--- config.mk ---
export PLATFORM = sky130hd
export DESIGN_NAME = nns_ctrl
export DESIGN_NICKNAME = d
export VERILOG_FILES = /design/src/rtl/nns_pkg.sv /design/src/rtl/nns_ctrl.sv
export SDC_FILE = /design/constraint.sdc
export NUM_CORES = 1
export LEC_CHECK = 0
export BUFFER_PORTS_ARGS = -buffer_cell sky130_fd_sc_hd__buf_2
export CELL_PAD_IN_SITES_DETAIL_PLACEMENT = 0
export CELL_PAD_IN_SITES_GLOBAL_PLACEMENT = 1
export CORE_AREA = 4 4 41 43
export DETAILED_ROUTE_END_ITERATION = 6
export DIE_AREA = 0 0 45 47
export HOLD_SLACK_MARGIN = 0.02
export PLACE_DENSITY_LB_ADDON = 0.1
export REMOVE_ABC_BUFFERS = 1
export SLEW_MARGIN = 5
export SYNTH_ARGS = -nofsm -noshare
export SYNTH_HDL_FRONTEND = slang
export SYNTH_SLANG_ARGS = --single-unit
--- constraint.sdc ---
create_clock -name clk -period 1.3 [get_ports clk]
set_input_delay 0.065 -clock clk [delete_from_list [all_inputs] [get_ports clk]]
set_output_delay 0.065 -clock clk [all_outputs]
set_load 0.01 [all_outputs]
--- src/rtl/nns_pkg.sv ---
// ============================================================================
// nns_pkg
// Shared types, constants and helpers of the nearest-neighbour scaler.
// ============================================================================
package nns_pkg;

    // fixed field widths
    localparam int COORD_W    = 12;
    localparam int PIXEL_W    = 32;
    localparam int MAP_W      = 6;
    localparam int SRC_CFG_W  = 7;
    localparam int DST_CFG_W  = 12;
    localparam int SIZE_EXT_W = 11;

    // default parameter values
    localparam int SRC_MAX_W_DEF  = 64;
    localparam int SRC_MAX_H_DEF  = 64;
    localparam int COORD_BITS_DEF = 12;

    // register port
    localparam int APB_DATA_W = 32;
    localparam int APB_ADDR_W = 4;
    localparam int REG_IDX_W  = 2;

    localparam logic [REG_IDX_W-1:0] REG_SRC_WIDTH  = 2'd0;
    localparam logic [REG_IDX_W-1:0] REG_SRC_HEIGHT = 2'd1;
    localparam logic [REG_IDX_W-1:0] REG_DST_WIDTH  = 2'd2;
    localparam logic [REG_IDX_W-1:0] REG_DST_HEIGHT = 2'd3;

    localparam logic [SRC_CFG_W-1:0] SRC_SIZE_RST = 7'd64;
    localparam logic [DST_CFG_W-1:0] DST_SIZE_RST = 12'd64;

    // action codes
    localparam logic ACT_WRITE = 1'b0;
    localparam logic ACT_READ  = 1'b1;

    typedef struct packed {
        logic               action;
        logic [COORD_W-1:0] coord_x;
        logic [COORD_W-1:0] coord_y;
        logic [PIXEL_W-1:0] pixel_in;
    } in_word_t;

    typedef struct packed {
        logic [PIXEL_W-1:0] pixel_out;
        logic [MAP_W-1:0]   mapped_x;
        logic [MAP_W-1:0]   mapped_y;
        logic               out_of_range;
    } out_word_t;

    typedef enum logic [2:0] {
        ST_IDLE,
        ST_MUL_X,
        ST_DIV_X,
        ST_MUL_Y,
        ST_DIV_Y,
        ST_READ,
        ST_LOAD
    } state_t;

    // controller to datapath
    typedef struct packed {
        logic accept;
        logic mul_x;
        logic div_step;
        logic mul_y;
        logic rd_en;
        logic load_out;
    } ctrl_cmd_t;

    // datapath to controller
    typedef struct packed {
        logic in_write;
        logic in_oor;
        logic div_last;
    } dp_status_t;

    // destination sizes below one act as one
    function automatic logic [DST_CFG_W-1:0] at_least_one(input logic [DST_CFG_W-1:0] v);
        return (v == '0) ? DST_CFG_W'(1) : v;
    endfunction

endpackage

--- src/rtl/nns_ctrl.sv ---
// ============================================================================
// nns_ctrl
// Sequencer of the scaler: input handshake, divider steps, store read and
// output word handshake.
// ============================================================================
module nns_ctrl (
    input  logic                 clk,
    input  logic                 rst_n,
    input  logic                 in_valid,
    output logic                 in_stall,
    output logic                 out_valid,
    input  logic                 out_stall,
    input  nns_pkg::dp_status_t  status,
    output nns_pkg::ctrl_cmd_t   cmd
);

    nns_pkg::state_t state_reg;
    nns_pkg::state_t state_next;
    logic            out_valid_reg;
    logic            out_valid_next;
    logic            out_free;

    assign out_free = !out_valid_reg || !out_stall;

    // state and output valid registers
    always_ff @(posedge clk or negedge rst_n)
    begin
        if (!rst_n)
        begin
            state_reg     <= nns_pkg::ST_IDLE;
            out_valid_reg <= 1'b0;
        end
        else
        begin
            state_reg     <= state_next;
            out_valid_reg <= out_valid_next;
        end
    end

    // next state and commands
    always_comb
    begin
        state_next = state_reg;
        cmd        = '0;
        case (state_reg)
            nns_pkg::ST_IDLE:
            begin
                if (in_valid)
                begin
                    cmd.accept = 1'b1;
                    if (status.in_write)
                    begin
                        state_next = nns_pkg::ST_IDLE;
                    end
                    else if (status.in_oor)
                    begin
                        state_next = nns_pkg::ST_LOAD;
                    end
                    else
                    begin
                        state_next = nns_pkg::ST_MUL_X;
                    end
                end
            end
            nns_pkg::ST_MUL_X:
            begin
                cmd.mul_x  = 1'b1;
                state_next = nns_pkg::ST_DIV_X;
            end
            nns_pkg::ST_DIV_X:
            begin
                cmd.div_step = 1'b1;
                if (status.div_last)
                begin
                    state_next = nns_pkg::ST_MUL_Y;
                end
            end
            nns_pkg::ST_MUL_Y:
            begin
                cmd.mul_y  = 1'b1;
                state_next = nns_pkg::ST_DIV_Y;
            end
            nns_pkg::ST_DIV_Y:
            begin
                cmd.div_step = 1'b1;
                if (status.div_last)
                begin
                    state_next = nns_pkg::ST_READ;
                end
            end
            nns_pkg::ST_READ:
            begin
                cmd.rd_en  = 1'b1;
                state_next = nns_pkg::ST_LOAD;
            end
            nns_pkg::ST_LOAD:
            begin
                if (out_free)
                begin
                    cmd.load_out = 1'b1;
                    state_next   = nns_pkg::ST_IDLE;
                end
            end
            default:
            begin
                state_next = nns_pkg::ST_IDLE;
            end
        endcase
    end

    // output word handshake
    always_comb
    begin
        out_valid_next = out_valid_reg;
        if (cmd.load_out)
        begin
            out_valid_next = 1'b1;
        end
        else if (out_valid_reg && !out_stall)
        begin
            out_valid_next = 1'b0;
        end
    end

    assign in_stall  = (state_reg != nns_pkg::ST_IDLE);
    assign out_valid = out_valid_reg;

endmodule

# ---- Yosys cells after proc, flatten, opt, wreduce, memory -nomap -nowiden
# Index checks and enable logic that the tools add are counted.
dict set report word_totals {
  register_bits 4
  inputBits 7
  out_inout_bits 8
  wordCells 38
}
dict set report classes {
  eq_ne 10
  mux 17
  n_reduce_logical 9
}
# operator n
set op_table {}
lappend op_table {{3-bit one-hot mux with 7 select lines} 1}
lappend op_table {{3-bit 2-to-1 mux} 6}
lappend op_table {{1-bit 2-to-1 mux} 10}
lappend op_table {{3-bit equality test, second input constant} 3}
lappend op_table {{2-bit != test, second input constant} 4}
lappend op_table {{3-bit by 2-bit equality test with 1-bit output, second input constant} 2}
lappend op_table {{4-bit AND reduction} 1}
lappend op_table {{3-bit by 1-bit equality test with 1-bit output, second input constant} 1}
lappend op_table {{3-bit logical NOT} 1}
lappend op_table {{3-bit nonzero test} 1}
lappend op_table {{1-bit logical NOT} 2}
lappend op_table {{2-bit nonzero test} 1}
lappend op_table {{2-bit OR reduction} 1}
lappend op_table {{1-bit logical AND} 1}
lappend op_table {{1-bit logical OR} 1}

# ---- Logic depth before layout (Yosys ltp)
dict set report depth {
  ltp_word 5
  ltp_mapped 4
  ltp_nobuf 3
}

# ---- Worst setup path before layout
# Ideal clock, no wire load.
dict set report synth_path {
  path_type {reg-to-output}
  startpoint {register state_reg[0]}
  endpoint {output cmd[5] (netlist bit)}
  t_arrival_ps 1132
  path_slack_ps 103
  stages_incl_launch_ff 4
  n_path_buf 1
  path_cell_list {dfrtp_1 clkbuf_1 or3_1 nor2_1}
}
# element line_no
set synth_lines {}
lappend synth_lines {{start: declaration} nns_ctrl.sv:17} ;# nns_pkg::state_t state_reg;
lappend synth_lines {{start signal: assignment} nns_ctrl.sv:30} ;# state_reg <= nns_pkg::ST_IDLE;
lappend synth_lines {{start signal: assignment} nns_ctrl.sv:35} ;# state_reg <= state_next;
lappend synth_lines {{end: declaration} nns_ctrl.sv:14} ;# output nns_pkg::ctrl_cmd_t cmd

==> results by group <==
Clock network
  • CTS buffer count: 3
  • Clock Pin Slew Worst Setup and Hold Paths: 0.04 ns
  • Clock latency on the worst-skew pair: about 0.24 ns
  • Clock sink count: 4
  • Number of H-tree levels: 1
  • CTS Buffer Depth: 2
  • CTS tree: built
  • Clock root cell: clkbuf_4

STA
  • Final min period: around 1.3 ns
  • Skew final: a little under 0.005 ns
  • Final period util: 103.5%
  • Least-Margin Pin Slew: between 0.15 and 0.2 ns
  • Max-slew headroom: a little under 90%
  • Highest clock rate: 0.7435 GHz
  • Final hold vios: 0
  • Setup violators final: 1
  • Setup tns final: -0.04491 ns
  • RSZ-0062 raised after global routing: true
  • Max-slew violations: 0
  • Final setup margin: -0.04491 ns

Global route
  • Total grt overflow: 0
  • Initial antenna violation count: 0
  • Total GRT Usage: 8.485%
  • Largest net degree at the start of global routing: 13
  • First-pass GRT wire length: 1200 um
  • Vias in the first global route: 287

Finish
  • Final core utilization: 34.71%
  • Layout cells sized above 1: 56.60%
  • Area grow syn2layout: 63.35%
  • Number of inserted diodes: 0
  • Max FFs per register: 3
  • Nets: 62

Min path
  • Hold WC Path Type: in2reg

Floorplanning
  • Initial Utilization: 21.25%
  • Chip width: approximately 45 um
  • DIE AREA: 0.002115 mm^2
  • Die Ht: 47 um
  • Ports: 15
  • Core region area: 0.001301 mm^2
  • FP Rows: 13

Outcome
  • Status: complete, but fails checks
  • Failing checks: setup timing

Logic synthesis
  • Adder-Cell Fraction of Synth Area: 0%
  • YS warnings: 0
  • Synth Area in XOR/XNOR: approximately 3.2%
  • Flops & latches, synth: 4
  • Synthesized instance count: 32
  • Largest family of logic cells by synthesized area: simple AND/OR/NAND/NOR gates
  • Compound-Gate Fraction of Synth Area: 17.65%
  • Synth Area in Simple Gates: 30.32%
  • Register area share after synthesis: 36.20%
  • Avg Inst Size Synth: between 8 and 9 um^2
  • Mux contribution to synthesized area: 3.620%
  • Largest area contributor in the netlist: dfrtp_1
  • Synth top area share: 36.20%
  • Synth area leaders: dfrtp_1, and3b_1, a221oi_2, nor2_1, nand2_1
  • Cell Area, Synth: ~280 um^2
  • Unique masters post-synth: 21

Worst setup path
  • Worst Path Arrival: 1.28 ns
  • Crit-path cells: buf_6 > or3_4 > nor2_2 > buf_2
  • Slowest cell on crit path: dfrtp_1
  • Critical Path End Type: output port
  • Critical path fanouts, max: 2
  • Critical path type: reg2out
  • WP data required: 1.24 ns
  • Worst setup SP type: register
  • CP max stage delay: between 0.3 and 0.4 ns

Detailed routing
  • Drc violations: 0
  • Post-route ant nets: 0
  • Vias per cell: between 4 and 5
  • 1st-pass router iterations: 4
  • Final wirelength: 811 um
  • Routed WL per cell: about 12 um
  • Via count: 313
  • DR iter-0 viols: 1

Run
  • Max cap viols: 0

Power
  • Max VDD drop: 0.7875 mV
  • Cell leakage power: 0.2323 nW
  • Pwr Density: 2382 mW/mm^2

Place
  • Routability cong.: between 0.7 and 0.8
  • # port buffers: 14
  • DPL Wire Length: 579.7 um
path summary, 6_finish.rpt:
check                          endpoint          from  slack (ns)  depth (start not counted)
max in group asynchronous  state_reg[2]         rst_n        0.99                          2
min                           out_valid     out_stall        0.07                          3
max reg2reg                state_reg[0]  state_reg[1]        0.05                          2
min reg2reg                   out_valid     out_valid        0.54                          2
min in group asynchronous  state_reg[1]         rst_n        0.17                          2
max                              cmd[5]  state_reg[1]       -0.04                          4
metrics by stage:
stage / power [mW] / setup WS (ns) / cells / cell area, um^2 / hold WS, ns
6_report: 1.076 / -0.04491 / 68 / 451.7 / 0.07352
5_1_grt: 1.168 / -0.1049 / 68 / 451.7 / 0.08569
4_1_cts: 1.033 / -0.07109 / 67 / 427.9 / 0.06800
3_5_place_dp: 0.7676 / 0.07820 / 59 / 359.1 / -0.1201
3_3_place_gp: 0.7632 / 0.1214 / 59 / 359.1 / -0.1286
2_1_floorplan: 0.5482 / -0.01143 / 28 / 255.2 / -0.2306
power breakdown:
part           total (mW)  internal, mW  switching [mW]
registers           0.236         0.188          0.0474
clock network       0.159         0.104          0.0550
logic               0.682         0.358           0.323
layout by cell type, fill, tap and decap left out:
master / count
buf_6: 2
buf_2: 14
a221oi_2: 1
clkbuf_4: 3
nand2b_1: 1
dfrtp_1: 2
buf_4: 5
nand2_1: 3
nand3b_1: 1
and3b_1: 2
nand3_1: 1
mux2i_1: 1
or3_4: 1
o21ai_0: 1
nor2_2: 1
nor3b_2: 1
nor2_1: 3
a221o_1: 1
inv_1: 1
o2bb2ai_1: 1
xnor2_1: 1
dfrtp_2: 2
or4_1: 1
a21oi_1: 2
dlygate4sd3_1: 1
critical path: cells and delay by family, from the launching register on:
kind | cells | cell delay [ns]
simple gates | 2 | 0.41
flops | 1 | 0.38
buf+inv | 2 | 0.25
per-layer routing:
metal  vias to the layer above  share of wire, %  global-route usage [%]
met5                         -                 0                       0
met4                         0               3.1                   10.53
met3                         3               8.1                   1.149
met2                        16                42                   12.15
met1                       140                47                   9.885
li1                        154                 -                       -
what timing repair did:
action,in CTS,in global routing
setup buffers,4,1
hold buffers,1,0
pin swaps,0,1
endpoints found under the hold margin,4,0
endpoints found under the setup margin,2,7
resized for setup,3,4
Yosys cell counts:
| master | count |
|---|---|
| a21oi_1 | 2 |
| a221o_1 | 1 |
| a221oi_2 | 1 |
| and3b_1 | 2 |
| buf_2 | 2 |
| buf_4 | 1 |
| clkbuf_1 | 1 |
| dfrtp_1 | 4 |
| inv_1 | 1 |
| mux2i_1 | 1 |
| nand2_1 | 3 |
| nand2b_1 | 1 |
| nand3_1 | 1 |
| nand3b_1 | 1 |
| nor2_1 | 4 |
| nor3b_1 | 1 |
| o21ai_0 | 1 |
| o2bb2ai_1 | 1 |
| or3_1 | 1 |
| or4_1 | 1 |
| xnor2_1 | 1 |
cell families after synthesis:
kind of cell              count (synthesis)
AOI/OAI and AO/OA                         6
xor gates and xnor gates                  1
buffers and inverters                     5
DFF                                       4
muxes                                     1
and+or+nand+nor                          15
cell type report:
type                            count  area [um^2]
Multi-Input combinational cell     23        163.9
Sequential cell                     4        102.6
Clock buffer                        3        22.52
Tap cell                           15        18.77
Inverter                            1        3.754
Fill cell                         149        849.6
Timing Repair Buffer               22        140.1
Note: power is estimated with default switching activity, not from simulation.
